**src/sv/bmf_pkg.sv**
```systemverilog
// Shared types, constants and the neighbourhood sum for the 3x3 box mean filter.
`timescale 1ns / 1ps

package bmf_pkg;

  // Image size defaults
  localparam int IMAGE_WIDTH_DEF  = 64;
  localparam int IMAGE_HEIGHT_DEF = 64;

  // Pixel and result widths
  localparam int PIX_W     = 8;
  localparam int POS_W     = 6;
  localparam int NEIGHBORS = 9;
  localparam int SUM_W     = 12;
  localparam int DATA_W    = 24;

  // Divide by nine as multiply by reciprocal and shift
  localparam int MUL_SHIFT = 16;
  localparam int RECIP     = ((2 ** MUL_SHIFT) + NEIGHBORS - 1) / NEIGHBORS;
  localparam int RECIP_W   = 13;
  localparam int PROD_W    = SUM_W + RECIP_W;

  // Rows held in one column cell
  localparam int ROW_UP  = 0;
  localparam int ROW_MID = 1;
  localparam int ROW_CUR = 2;
  localparam int WIN     = 3;

  // Result slots raised by one input pixel
  localparam int NUM_RES            = 4;
  localparam int SLOT_PREV_ROW_BACK = 0;
  localparam int SLOT_PREV_ROW_EDGE = 1;
  localparam int SLOT_CUR_ROW_BACK  = 2;
  localparam int SLOT_CUR_ROW_EDGE  = 3;

  typedef logic [PIX_W-1:0] pix_t;
  typedef pix_t [WIN-1:0]   column_t;
  typedef column_t [WIN-1:0] win_t;
  typedef logic [SUM_W-1:0] sum_t;

  // Entry of the row store: row r-1 and row r-2 at one column
  typedef struct packed {
    pix_t mid;
    pix_t up;
  } store_t;

  // Position information carried with a pixel
  typedef struct packed {
    logic             left1;
    logic             left2;
    logic             last_col;
    logic             row1;
    logic             row2;
    logic             last_row;
    logic [POS_W-1:0] col6;
    logic [POS_W-1:0] row6;
  } meta_t;

  // Sums and positions handed to the result sequencer
  typedef struct packed {
    sum_t [NUM_RES-1:0] sum;
    logic [NUM_RES-1:0] mask;
    logic [POS_W-1:0]   col6;
    logic [POS_W-1:0]   row6;
    logic               frame;
  } res_t;

  // Sum of nine values; a missing row or column takes the centre value
  function automatic sum_t box_sum(win_t w, logic [WIN-1:0] rv, logic [WIN-1:0] cv);
    sum_t acc;
    pix_t center;
    acc    = '0;
    center = w[1][1];
    for (int i = 0; i < WIN; i++) begin
      for (int j = 0; j < WIN; j++) begin
        if (rv[i] && cv[j]) begin
          acc = acc + SUM_W'(w[i][j]);
        end else begin
          acc = acc + SUM_W'(center);
        end
      end
    end
    return acc;
  endfunction

endpackage

```
**src/sv/bmf_line_store.sv**
```systemverilog
// Row store holding the two previous rows, one entry per column.
`timescale 1ns / 1ps

module bmf_line_store #(
  parameter int DEPTH = bmf_pkg::IMAGE_WIDTH_DEF
) (
  input  logic                     clk,
  input  logic                     rd_en,
  input  logic [$clog2(DEPTH)-1:0] rd_addr,
  output bmf_pkg::store_t          rd_data,
  input  logic                     wr_en,
  input  logic [$clog2(DEPTH)-1:0] wr_addr,
  input  bmf_pkg::store_t          wr_data
);

  bmf_pkg::store_t mem [DEPTH];
  bmf_pkg::store_t rd_data_r;

  // Write the rotated column, read the next column ahead of its use
  always_ff @(posedge clk) begin
    if (wr_en) begin
      mem[wr_addr] <= wr_data;
    end
    if (rd_en) begin
      rd_data_r <= mem[rd_addr];
    end
  end

  assign rd_data = rd_data_r;

endmodule

```
**src/sv/bmf_cell.sv**
```systemverilog
// One column cell of the 3x3 window; passes its column to the next cell on a shift.
`timescale 1ns / 1ps

module bmf_cell (
  input  logic             clk,
  input  logic             shift_en,
  input  bmf_pkg::column_t col_in,
  output bmf_pkg::column_t col_out
);

  bmf_pkg::column_t col_r;

  // Take the neighbour's column when the window advances
  always_ff @(posedge clk) begin
    if (shift_en) begin
      col_r <= col_in;
    end
  end

  assign col_out = col_r;

endmodule

```
**src/sv/bmf_emit.sv**
```systemverilog
// Result sequencer: holds up to four sums of one pixel and sends them out one beat each.
`timescale 1ns / 1ps

module bmf_emit (
  input  logic                         clk,
  input  logic                         rst_n,
  input  logic                         load_valid,
  input  bmf_pkg::res_t                load,
  output logic                         load_ready,
  output logic                         out_tvalid,
  input  logic                         out_tready,
  output logic [bmf_pkg::DATA_W-1:0]   out_tdata,
  output logic                         out_tlast,
  output logic                         out_tuser
);

  logic [bmf_pkg::NUM_RES-1:0] pend_r, pend_nxt;
  bmf_pkg::res_t               res_r;
  logic                        out_v_r, out_v_nxt;
  logic [bmf_pkg::PIX_W-1:0]   mean_r;
  logic [bmf_pkg::POS_W-1:0]   col_r, row_r;
  logic                        last_r, done_r;

  logic [1:0]                  idx;
  logic [bmf_pkg::NUM_RES-1:0] rest;
  logic                        out_load;
  logic                        take;
  logic [bmf_pkg::PROD_W-1:0]  prod;
  logic [bmf_pkg::POS_W-1:0]   col_sel, row_sel;

  // Pick the lowest pending slot
  always_comb begin
    idx = 2'(bmf_pkg::SLOT_CUR_ROW_EDGE);
    if (pend_r[bmf_pkg::SLOT_PREV_ROW_BACK]) begin
      idx = 2'(bmf_pkg::SLOT_PREV_ROW_BACK);
    end else if (pend_r[bmf_pkg::SLOT_PREV_ROW_EDGE]) begin
      idx = 2'(bmf_pkg::SLOT_PREV_ROW_EDGE);
    end else if (pend_r[bmf_pkg::SLOT_CUR_ROW_BACK]) begin
      idx = 2'(bmf_pkg::SLOT_CUR_ROW_BACK);
    end
  end

  assign rest       = pend_r & ~(bmf_pkg::NUM_RES'(1) << idx);
  assign out_load   = (pend_r != '0) && (!out_v_r || out_tready);
  assign load_ready = (pend_r == '0) || (out_load && (rest == '0));
  assign take       = load_valid && load_ready;

  // Position of the selected result
  always_comb begin
    case (idx)
      2'(bmf_pkg::SLOT_PREV_ROW_BACK): begin
        col_sel = res_r.col6 - bmf_pkg::POS_W'(1);
        row_sel = res_r.row6 - bmf_pkg::POS_W'(1);
      end
      2'(bmf_pkg::SLOT_PREV_ROW_EDGE): begin
        col_sel = res_r.col6;
        row_sel = res_r.row6 - bmf_pkg::POS_W'(1);
      end
      2'(bmf_pkg::SLOT_CUR_ROW_BACK): begin
        col_sel = res_r.col6 - bmf_pkg::POS_W'(1);
        row_sel = res_r.row6;
      end
      default: begin
        col_sel = res_r.col6;
        row_sel = res_r.row6;
      end
    endcase
  end

  // Divide the selected sum by nine
  assign prod = bmf_pkg::PROD_W'(res_r.sum[idx]) *
                bmf_pkg::PROD_W'(bmf_pkg::RECIP);

  // Next pending mask and output valid
  always_comb begin
    pend_nxt = pend_r;
    if (take) begin
      pend_nxt = load.mask;
    end else if (out_load) begin
      pend_nxt = rest;
    end
    out_v_nxt = out_v_r;
    if (out_load) begin
      out_v_nxt = 1'b1;
    end else if (out_tready) begin
      out_v_nxt = 1'b0;
    end
  end

  // Control state
  always_ff @(posedge clk) begin
    if (!rst_n) begin
      pend_r  <= '0;
      out_v_r <= 1'b0;
    end else begin
      pend_r  <= pend_nxt;
      out_v_r <= out_v_nxt;
    end
  end

  // Payload: hold the pixel's sums, load the output beat
  always_ff @(posedge clk) begin
    if (take) begin
      res_r <= load;
    end
    if (out_load) begin
      mean_r <= prod[bmf_pkg::MUL_SHIFT +: bmf_pkg::PIX_W];
      col_r  <= col_sel;
      row_r  <= row_sel;
      last_r <= (rest == '0);
      done_r <= (rest == '0) && res_r.frame;
    end
  end

  assign out_tvalid = out_v_r;
  assign out_tdata  = {{(bmf_pkg::DATA_W - bmf_pkg::PIX_W - 2 * bmf_pkg::POS_W){1'b0}},
                       row_r, col_r, mean_r};
  assign out_tlast  = last_r;
  assign out_tuser  = done_r;

endmodule

```
**src/sv/box_mean_filter_3x3.sv**
```systemverilog
// Top level of the 3x3 box mean filter over a raster image.
//
//  channel  dir  tdata (low bit up)                          tlast     tuser
//  in_      in   pixel[7:0]                                  -         -
//  out_     out  mean_value[7:0] out_column[13:8]            run_last  frame_done
//                out_row[19:14], zero [23:20]
//
// One pixel per clock while out_ is ready and each pixel raises at most one result; a
// pixel that raises several results holds the result sequencer until all are sent (two
// at the right edge, two along the last row, four for the final pixel). A pixel passes
// row store read, window cell shift, sum and divide into the output register before its
// first result beat. Reset clears the position counters and all stage valids; the row
// stores are not cleared. A stall on out_ fills the stages and then drops in_tready.
`timescale 1ns / 1ps

module box_mean_filter_3x3 #(
  parameter int IMAGE_WIDTH  = bmf_pkg::IMAGE_WIDTH_DEF,
  parameter int IMAGE_HEIGHT = bmf_pkg::IMAGE_HEIGHT_DEF
) (
  input  logic                       clk,
  input  logic                       rst_n,
  input  logic                       in_tvalid,
  output logic                       in_tready,
  input  logic [7:0]                 in_tdata,   // pixel[7:0]
  output logic                       out_tvalid,
  input  logic                       out_tready,
  output logic [bmf_pkg::DATA_W-1:0] out_tdata,  // mean_value, out_column, out_row, pad
  output logic                       out_tlast,
  output logic                       out_tuser   // frame_done
);

  localparam int CW = $clog2(IMAGE_WIDTH);
  localparam int RW = $clog2(IMAGE_HEIGHT);

  logic [CW-1:0] col_r, col_nxt;
  logic [RW-1:0] row_r, row_nxt;
  logic          acc;
  logic          last_col_now, last_row_now;
  bmf_pkg::meta_t meta_in;

  logic           s1_v_r, s1_v_nxt;
  bmf_pkg::pix_t  s1_pix_r;
  logic [CW-1:0]  s1_addr_r;
  bmf_pkg::meta_t s1_meta_r;
  logic           s1_move;

  logic           s2_v_r, s2_v_nxt;
  bmf_pkg::meta_t s2_meta_r;
  logic           s2_free;
  logic           s3_free;
  logic           s3_take;

  bmf_pkg::store_t  rd_data;
  bmf_pkg::store_t  wr_data;
  bmf_pkg::column_t col_new;
  bmf_pkg::column_t cell_col [bmf_pkg::WIN];
  bmf_pkg::res_t    res;

  bmf_pkg::win_t    w_prev_back, w_prev_edge, w_cur_back, w_cur_edge;
  logic [bmf_pkg::WIN-1:0] rv_prev, rv_cur, cv_back, cv_edge;

  assign acc          = in_tvalid && in_tready;
  assign last_col_now = (col_r == CW'(IMAGE_WIDTH - 1));
  assign last_row_now = (row_r == RW'(IMAGE_HEIGHT - 1));

  // Position of the next pixel
  always_comb begin
    col_nxt = col_r;
    row_nxt = row_r;
    if (acc) begin
      if (last_col_now) begin
        col_nxt = '0;
        row_nxt = last_row_now ? '0 : row_r + RW'(1);
      end else begin
        col_nxt = col_r + CW'(1);
      end
    end
  end

  // Border flags of the accepted pixel
  always_comb begin
    meta_in.left1    = (col_r != '0);
    meta_in.left2    = (col_r >= CW'(2));
    meta_in.last_col = last_col_now;
    meta_in.row1     = (row_r != '0);
    meta_in.row2     = (row_r >= RW'(2));
    meta_in.last_row = last_row_now;
    meta_in.col6     = bmf_pkg::POS_W'(col_r);
    meta_in.row6     = bmf_pkg::POS_W'(row_r);
  end

  // Stage handshakes
  assign s3_take   = s2_v_r && s3_free;
  assign s2_free   = !s2_v_r || s3_take;
  assign s1_move   = s1_v_r && s2_free;
  assign in_tready = !s1_v_r || s1_move;

  always_comb begin
    s1_v_nxt = s1_v_r;
    if (acc) begin
      s1_v_nxt = 1'b1;
    end else if (s1_move) begin
      s1_v_nxt = 1'b0;
    end
    s2_v_nxt = s2_v_r;
    if (s1_move) begin
      s2_v_nxt = 1'b1;
    end else if (s3_take) begin
      s2_v_nxt = 1'b0;
    end
  end

  // Control state
  always_ff @(posedge clk) begin
    if (!rst_n) begin
      col_r  <= '0;
      row_r  <= '0;
      s1_v_r <= 1'b0;
      s2_v_r <= 1'b0;
    end else begin
      col_r  <= col_nxt;
      row_r  <= row_nxt;
      s1_v_r <= s1_v_nxt;
      s2_v_r <= s2_v_nxt;
    end
  end

  // Stage payloads
  always_ff @(posedge clk) begin
    if (acc) begin
      s1_pix_r  <= in_tdata;
      s1_addr_r <= col_r;
      s1_meta_r <= meta_in;
    end
    if (s1_move) begin
      s2_meta_r <= s1_meta_r;
    end
  end

  // Rotate rows in the store: current row becomes middle, middle becomes upper
  assign wr_data.mid = s1_pix_r;
  assign wr_data.up  = rd_data.mid;

  bmf_line_store #(
    .DEPTH (IMAGE_WIDTH)
  ) u_store (
    .clk     (clk),
    .rd_en   (acc),
    .rd_addr (col_r),
    .rd_data (rd_data),
    .wr_en   (s1_move),
    .wr_addr (s1_addr_r),
    .wr_data (wr_data)
  );

  // New column entering the window
  always_comb begin
    col_new                   = '0;
    col_new[bmf_pkg::ROW_UP]  = rd_data.up;
    col_new[bmf_pkg::ROW_MID] = rd_data.mid;
    col_new[bmf_pkg::ROW_CUR] = s1_pix_r;
  end

  // Chain of window cells: cell 0 holds column c, cell 2 holds column c-2
  for (genvar k = 0; k < bmf_pkg::WIN; k++) begin : g_cell
    bmf_cell u_cell (
      .clk      (clk),
      .shift_en (s1_move),
      .col_in   ((k == 0) ? col_new : cell_col[(k == 0) ? 0 : k - 1]),
      .col_out  (cell_col[k])
    );
  end

  // Arrange the four neighbourhoods from the window cells
  always_comb begin
    for (int i = 0; i < bmf_pkg::WIN; i++) begin
      w_prev_back[i][0] = cell_col[2][i];
      w_prev_back[i][1] = cell_col[1][i];
      w_prev_back[i][2] = cell_col[0][i];
      w_prev_edge[i][0] = cell_col[1][i];
      w_prev_edge[i][1] = cell_col[0][i];
      w_prev_edge[i][2] = cell_col[0][i];
    end
    for (int j = 0; j < bmf_pkg::WIN; j++) begin
      w_cur_back[0][j] = w_prev_back[bmf_pkg::ROW_MID][j];
      w_cur_back[1][j] = w_prev_back[bmf_pkg::ROW_CUR][j];
      w_cur_back[2][j] = w_prev_back[bmf_pkg::ROW_CUR][j];
      w_cur_edge[0][j] = w_prev_edge[bmf_pkg::ROW_MID][j];
      w_cur_edge[1][j] = w_prev_edge[bmf_pkg::ROW_CUR][j];
      w_cur_edge[2][j] = w_prev_edge[bmf_pkg::ROW_CUR][j];
    end
    rv_prev = {2'b11, s2_meta_r.row2};
    rv_cur  = 3'b011;
    cv_back = {2'b11, s2_meta_r.left2};
    cv_edge = 3'b011;
  end

  // Sums and pending slots of the pixel in the window
  always_comb begin
    res.sum[bmf_pkg::SLOT_PREV_ROW_BACK] = bmf_pkg::box_sum(w_prev_back, rv_prev, cv_back);
    res.sum[bmf_pkg::SLOT_PREV_ROW_EDGE] = bmf_pkg::box_sum(w_prev_edge, rv_prev, cv_edge);
    res.sum[bmf_pkg::SLOT_CUR_ROW_BACK]  = bmf_pkg::box_sum(w_cur_back, rv_cur, cv_back);
    res.sum[bmf_pkg::SLOT_CUR_ROW_EDGE]  = bmf_pkg::box_sum(w_cur_edge, rv_cur, cv_edge);
    res.mask[bmf_pkg::SLOT_PREV_ROW_BACK] = s2_meta_r.row1 && s2_meta_r.left1;
    res.mask[bmf_pkg::SLOT_PREV_ROW_EDGE] = s2_meta_r.row1 && s2_meta_r.last_col;
    res.mask[bmf_pkg::SLOT_CUR_ROW_BACK]  = s2_meta_r.row1 && s2_meta_r.last_row &&
                                            s2_meta_r.left1;
    res.mask[bmf_pkg::SLOT_CUR_ROW_EDGE]  = s2_meta_r.row1 && s2_meta_r.last_row &&
                                            s2_meta_r.last_col;
    res.col6  = s2_meta_r.col6;
    res.row6  = s2_meta_r.row6;
    res.frame = s2_meta_r.last_row && s2_meta_r.last_col;
  end

  bmf_emit u_emit (
    .clk        (clk),
    .rst_n      (rst_n),
    .load_valid (s2_v_r),
    .load       (res),
    .load_ready (s3_free),
    .out_tvalid (out_tvalid),
    .out_tready (out_tready),
    .out_tdata  (out_tdata),
    .out_tlast  (out_tlast),
    .out_tuser  (out_tuser)
  );

`ifndef ASSERT_OFF
  // A beat at the right edge wraps the column count
  a_col_wrap: assert property (@(posedge clk) disable iff (!rst_n)
    (acc && last_col_now) |=> (col_r == '0))
    else $error("column count did not wrap at the right edge");

  // The final pixel of the image restarts the row count
  a_row_wrap: assert property (@(posedge clk) disable iff (!rst_n)
    (acc && last_col_now && last_row_now) |=> (row_r == '0))
    else $error("row count did not restart after the final pixel");

  // The corner result of the last row comes only with both edge neighbours
  a_corner_slots: assert property (@(posedge clk) disable iff (!rst_n)
    (s3_take && res.mask[bmf_pkg::SLOT_CUR_ROW_EDGE]) |->
      (res.mask[bmf_pkg::SLOT_PREV_ROW_EDGE] && res.mask[bmf_pkg::SLOT_CUR_ROW_BACK]))
    else $error("final pixel without its edge results");

  // End of frame is flagged only on the last beat of a pixel
  a_done_last: assert property (@(posedge clk) disable iff (!rst_n)
    (out_tvalid && out_tuser) |-> out_tlast)
    else $error("frame end flagged on a beat that is not the last of its pixel");
`endif

endmodule
```
**config.mk**
```make
export PLATFORM = sky130hd
export DESIGN_NAME = box_mean_filter_3x3
export DESIGN_NICKNAME = d
export VERILOG_FILES = /design/src/sv/bmf_pkg.sv /design/src/sv/bmf_line_store.sv /design/src/sv/bmf_cell.sv /design/src/sv/bmf_emit.sv /design/src/sv/box_mean_filter_3x3.sv
export SDC_FILE = /design/constraint.sdc
export NUM_CORES = 2
export LEC_CHECK = 0
export BUFFER_PORTS_ARGS = -buffer_cell sky130_fd_sc_hd__buf_2
export CAP_MARGIN = 20
export CORE_ASPECT_RATIO = 1.4
export CORE_UTILIZATION = 48
export CTS_CLUSTER_SIZE = 16
export DETAILED_ROUTE_END_ITERATION = 10
export GPL_ROUTABILITY_DRIVEN = 0
export PLACE_DENSITY_LB_ADDON = 0.12
export SLEW_MARGIN = 20
export SYNTH_ARGS = -nofsm -noshare
export SYNTH_HDL_FRONTEND = slang
export SYNTH_HIERARCHICAL = 1
export SYNTH_SLANG_ARGS = --single-unit
```
**constraint.sdc**
```tcl
create_clock -name clk -period 8.3 [get_ports clk]
set_input_delay 0.83 -clock clk [delete_from_list [all_inputs] [get_ports clk]]
set_output_delay 0.83 -clock clk [all_outputs]
set_load 0.01 [all_outputs]
```
# Word level (Yosys, flattened, before mapping)
# Memories as Yosys holds them, arrays and structs flattened. A register that Yosys moved wholly into a read port is not among the register bits.
# Cells that the tools add are included.
# op_classes
addsub,42
multipliers,1
n_lt_le_gt_ge,3
n_eq_ne,4
shift,1
mux,28
n_bitwise,2
n_reduce_logical,33
# op_table
op,n
12-bit by 8-bit adder with 12-bit output,30
12-bit 2-to-1 mux,7
10-bit by 8-bit adder with 11-bit output,3
12-bit binary-select mux with 2-bit select,1
6-bit 2-to-1 mux,4
8-bit 2-to-1 mux,3
12-bit by 12-bit multiplier with 23-bit output (second input constant),1
9-bit by 8-bit adder with 10-bit output,2
8-bit by 8-bit adder with 9-bit output,2
1-bit logical AND,13
11-bit by 8-bit adder with 12-bit output,1
6-bit by 1-bit adder with 6-bit output (second input constant),2
6-bit == test (second input constant),2
6-bit by 2-bit >= comparator with 1-bit output (second input constant),2
6-bit nonzero test,2
6-bit by 1-bit subtractor with 6-bit output (second input constant),2
1-bit 2-to-1 mux,9
4-bit logical NOT,2
4-bit 2-to-1 mux,2
2-bit nonzero test,4
4-bit AND,1
1-bit logical OR,4
2-bit 2-to-1 mux,2
4-bit NOT,1
9 further kinds,12
# word_totals
reg_bits,218
ram_bits,1024
inputBits,12
word_cells,159
memories,1
# memory_table
memory,words,word_bits,read_ports,rd_clocked_by_memory_dff,wr,line,rtl
u_store.mem,64,16,1,1,1,bmf_line_store.sv:16,bmf_pkg::store_t mem [DEPTH];

# Logic depth before layout (Yosys ltp)
# depth
word_depth,15
depth_mapped,38

# Hierarchy
# The synthesis kept the hierarchy.
# by_module_without_submodules
module,instances,cells_each,area_each_um2
bmf_line_store,1,1829,40202.3
box_mean_filter_3x3,1,1011,9021.2
bmf_emit,1,462,5675.4
bmf_cell,3,24,720.7

# Least setup slack after synthesis
# Ideal clock, no wire load.
# synth_path
path_kind,reg2reg
from,register u_emit/pend_r[0] in the netlist's numbering
to,"memory u_store/mem[33][0] in the netlist's numbering, enable pin"
setup_time_ns,0.390
arrival_time_ns,7.290
required_ns,7.910
setup_slack_ns,0.621
stages_incl_launch_ff,9
period_less_slack_ns,7.679
cell_sequence,dfxtp_1 or2_1 buf_6 nor3_1 a21o_4 nor2b_1 nor2b_1 nand3_1 nor2_1
# synth_between
elab_chain_cells,12
elab_cells_between_ends,15
cone_classes,shift: 1; mux: 3; bitwise: 2; reduce/logical: 9
# synth_rtl
item,line,rtl
"start, declared",bmf_emit.sv:17,"logic [bmf_pkg::NUM_RES-1:0] pend_r, pend_nxt;"
"start signal, assigned",bmf_emit.sv:96,pend_r <= pend_nxt;
2-bit 2-to-1 mux,bmf_emit.sv:34,if (pend_r[bmf_pkg::SLOT_PREV_ROW_BACK]) begin
1-bit by 2-bit left shift with 4-bit output,bmf_emit.sv:43,assign rest = pend_r & ~(bmf_pkg::NUM_RES'(1) << idx);
4-bit NOT,bmf_emit.sv:43,
4-bit AND,bmf_emit.sv:43,
4-bit logical NOT,bmf_emit.sv:45,assign load_ready = (pend_r == '0) || (out_load && (rest == '0));
1-bit logical AND,bmf_emit.sv:45,
1-bit logical OR (*),bmf_emit.sv:45,
net s3_free,box_mean_filter_3x3.sv:50,logic s3_free;
1-bit logical AND (*),box_mean_filter_3x3.sv:93,assign s3_take = s2_v_r && s3_free;
1-bit logical OR (*),box_mean_filter_3x3.sv:94,assign s2_free = !s2_v_r || s3_take;
1-bit logical AND (*),box_mean_filter_3x3.sv:95,assign s1_move = s1_v_r && s2_free;
net s1_move,box_mean_filter_3x3.sv:45,logic s1_move;
1-bit 2-to-1 mux (*),bmf_line_store.sv:21,if (wr_en) begin
1-bit 2-to-1 mux (not written as such) (*),bmf_line_store.sv:22,mem[wr_addr] <= wr_data;
"end, declared",bmf_line_store.sv:16,
# The timed path passes the listed nets; every way through them passes the cells marked *.

==> results by stage <==
Timing:
- The max-slew violation count is 0.
- The worst setup skew after layout is 0.0444 ns.
- The number of endpoints with negative hold slack in the final report is 0.
- The setup TNS is 0 ns.
- Setup repair after global routing left no endpoint under its margin.
- Derived from the worst setup path, the maximum achievable clock frequency is 0.130 GHz.
- The actual slew at the worst max-slew pin is 1.15 ns.
- The worst relative slew slack is 23.1%.
- The setup-violating endpoint count in the final report is 0.
- The post-route clock period utilization is 92.5%.
- The shortest clock period the worst path allows after layout is 7.68 ns.

Clock network:
- The clock input transition at the sequential cells of the worst setup and hold paths is 0.06 ns.
- The number of H-tree branching levels is 3.
- The number of buffers added by the clock tree synthesis step is between 100 and 150.
- The hold buffer count at CTS is 0.
- The maximum clock insertion buffer count is 3.
- At the later pin of the worst-skew pair, clock insertion delay measures about 0.74 ns.
- CTS placed an instance of clkbuf_16 at the clock tree root.
- TritonCTS built the clock tree.
- For this design, the sink count on the clock tree is about 1300.

Routing:
- The number of nets still failing antenna checks after routing is 0.
- Before antenna repair, the detailed router went through 5 iterations.
- The first routing iteration left roughly 2200 violations.
- The wire length per cell is around 27 um.
- Detailed routing placed a total of 5530 um of wire on met3.
- The met2 wire length is 73800 um.
- The via density per instance is 5.76.
- After detailed routing, the number of remaining DRC violations is 0.
- Signal routing reaches up to met5.
- The detailed-route via count is 29800.
- The routed design has 138000 um of wire.
- For this block, wires on met1 add up to 52200 um.

Synthesis:
- The average cell area after synthesis is 16.9 um2.
- The total of warnings raised by yosys is 6.
- Of the total synthesized cell area, the portion taken by XOR and XNOR cells is about 1.7%.
- In the synthesized netlist the dominant register cell turns out to be edfxtp_1.
- For this run, asynchronously set or reset flops after synthesis account for 0%.
- The distinct cell type count after synthesis is 92.
- The instance count of the mapped netlist is about 3400.
- By area, the combinational part of the netlist is dominated by multiplexers.
- The adder-cell share of the synthesized area is 8.42%.
- The flop and latch count out of synthesis is 1258.
- The compound-cell area share of the yosys netlist is under 10%.
- The fraction of synthesized area in multiplexers is 11.2%.
- The simple-gate portion of the synthesized area is roughly 5%.
- In this run, synthesis inferred around 1200 flip-flops with an integrated enable.
- The sequential fraction of the synthesis area is about two thirds.
- The cell area that synthesis handed to floorplanning was 57100 um2.

Cells and area:
- For this run, the number of standard cells in the final layout without fillers is 5184.
- In the final layout, flip-flops and latches occupy 37600 um2.
- The share of cells above drive strength 1 is 17.6%.
- The synthesis-to-layout area growth is 10.9%.
- At the end of the flow, the number of nets in the layout was ~3800.
- The count of filler cells inserted in the layout is 9415.
- In the final layout, the multi-input gates occupy 17900 um2.

Critical path:
- The arrival time of data at the critical path endpoint is 8.15 ns.
- The launching element type of the critical path is a register.
- By startpoint and endpoint, the worst setup path is classified as register to register.
- The startpoint of the most critical setup path is rv_prev[0]$_DFFE_PP_.
- In this run the worst path has a maximum fanout of 34.
- The required time reported for the critical path endpoint is 8.78 ns.
- Counting stages on the worst path, the most repeated cell is ha_1.
- The largest stage delay on the critical path is around 0.46 ns.
- The slowest stage cell on the critical path is fa_1.
- STA classifies the critical path endpoint as a register.
- The launch instance of the worst register-to-register path is rv_prev[0]$_DFFE_PP_.

Pwr:
- The worst-case IR drop observed on VDD is 0.000627 V.
- The analysis attributes to cell leakage a power of roughly 22 nW.
- The cell area power density is 317 nW/um2.

Global routing:
- The total overflow left after global routing is 0.
- The first-pass GRT wire length is 203000 um.
- Entering global routing, the biggest net connects 101 pins.
- The initial antenna violation count is 3.
- The global-route total usage across every layer is 23.3%.
- The number of global-route vias before repair was 30800.

Placement:
- The number of placed instances, taps included, is 4964.
- Detailed placement finished with a half-perimeter wire length of roughly 90000 um.
- The quantity of I/O buffers inserted on ports is 35.

Min path:
- The path class of the lowest-slack min-delay path is input port to register.
- The critical hold path startpoint is in_tdata[6].

Job:
- The number of violations of the max-capacitance limit is 0.

Die:
- The initial utilization of the core area, before any placement, comes to 48.4%.
- Pin placement for this block handled 40 I/O pins.
- The die width is 293 um.
- The number of rows in the core area is 149.
- The core region is 118000 um2.
- The die area is between 100000 and 150000 um2.
- The die height is 410 um.

Run status:
- The run finished with clean final reports.
-- what timing repair did --
item                       4_1_cts  5_1_grt
setup buffers                    0        1
resized for setup                0        5
setup endpoints to repair        0        2
-- worst paths after layout --
kind | cells past startpoint | slack (ns) | endpoint
setup / recovery | 35 | 0.62 | u_emit/res_r[27]$_DFFE_PP_
hold / removal | 1 | 0.27 | s1_pix_r[6]$_DFFE_PP_
setup reg to reg | 35 | 0.62 | u_emit/res_r[27]$_DFFE_PP_
hold reg to reg | 0 | 0.41 | u_emit/res_r[9]$_DFFE_PP_
-- cells by family after synthesis --
group,after synthesis
buf+inv,345
other cells,1
mux,350
fa+ha+maj,315
flops,1258
xor+xnor,112
compound gates,388
simple gates,605
-- synthesized netlist by cell type, types with 31 or more instances --
master,count,area (um2)
a21oi_1,102,510
fa_1,115,2300
nor2b_1,66,413
ha_1,199,2490
buf_2,39,195
xor2_1,31,272
edfxtp_1,1239,37200
nand2b_1,52,325
mux2i_1,90,901
nand3_1,38,190
mux4_2,220,4950
nor2_1,143,537
mux2_2,35,394
a22oi_1,41,308
o21ai_0,45,225
xnor2_1,80,701
clkbuf_1,37,139
nand2_1,211,792
inv_1,216,811
-- placed cells by master, fill, tap and decap left out, types with 18 or more instances in the layout --
| master | instances |
|---|---|
| o21bai_1 | 23 |
| nand2b_1 | 52 |
| buf_4 | 92 |
| ha_1 | 198 |
| clkinv_2 | 24 |
| a21oi_1 | 100 |
| a21o_1 | 23 |
| mux2i_1 | 90 |
| nand2_1 | 210 |
| edfxtp_1 | 1239 |
| inv_1 | 215 |
| mux2_2 | 35 |
| nor2_1 | 126 |
| nand4_1 | 18 |
| buf_2 | 36 |
| xor2_1 | 31 |
| xnor2_1 | 80 |
| clkinv_1 | 20 |
| a22oi_1 | 41 |
| o21ai_0 | 43 |
| nor2b_1 | 63 |
| nor2_2 | 20 |
| clkbuf_16 | 117 |
| fa_1 | 115 |
| clkbuf_1 | 18 |
| mux4_2 | 220 |
| bufinv_16 | 18 |
| nand3_1 | 38 |
-- sequential cells by signal, indices dropped and copies added (netlist names) --
| signal | count |
|---|---|
| u_emit/out_tlast | 1 |
| u_emit/out_tuser | 1 |
| u_emit/row_r | 6 |
| s2_v_r | 1 |
| res | 12 |
| u_emit/pend_r | 4 |
| u_emit/out_tvalid | 1 |
| u_store/rd_data | 16 |
| s1_v_r | 1 |
| s1_meta_r | 18 |
| u_emit/mean_r | 8 |
| u_emit/col_r | 6 |
| u_store/mem | 1024 |
| u_emit/res_r | 61 |
| s1_pix_r | 8 |
| row_r | 6 |
| g_cell.u_cell/col_out | 72 |
| cv_back | 1 |
| col_r | 6 |
| rv_prev | 1 |
| s2_meta_r | 4 |
-- power by group --
part | switching (mW) | total (mW) | leakage, nW | internal (mW)
Combinational | 3.92 | 6.97 | 8.28 | 3.05
Sequential | 0.108 | 7.52 | 11.4 | 7.41
Clock | 2.38 | 5.54 | 1.92 | 3.16
-- per-stage QoR --
stage | setup slack, ns | instance area [um2] | total power, mW | utilization (%) | hold WS [ns]
floorplan | 0.621 | 57100 | 13.0 | - | 0.400
global placement | 0.536 | 59200 | 14.4 | 50.3 | 0.402
detailed placement | 0.539 | 59200 | 14.5 | 50.3 | 0.405
CTS | 0.525 | 63200 | 20.1 | 53.6 | 0.208
global route | 0.0440 | 63300 | 21.2 | 53.7 | 0.232
finish | 0.625 | 63300 | 20.0 | 53.7 | 0.268
-- critical path, delay by kind of cell, from the launching register on --
kind / cells / cell delay (ns)
mux: 1 / 0.16
compound gates: 8 / 1.29
xor+xnor: 5 / 0.69
flops: 1 / 0.40
simple gates: 8 / 1.38
buf+inv: 4 / 0.45
fa+ha+maj: 9 / 3.09
-- area by class of cell --
cell class,instances,share of cell area [%]
well taps,1585,3.14
inverters,217,1.29
diodes,1,0.00396
flip-flops and latches,1258,59.4
repair buffers,134,1.56
clock inverters,80,1.53
multi-input cells,1774,28.3
clock buffers,135,4.74
-- routing by layer --
| metal | vias up | GRT usage (%) |
|---|---|---|
| met5 | - | 0 |
| met4 | 2 | 10.6 |
| met2 | 743 | 42.0 |
| met3 | 215 | 2.60 |
| li1 | 13200 | - |
| met1 | 15700 | 28.0 |
No activity file was read; power rests on OpenSTA's default activity.
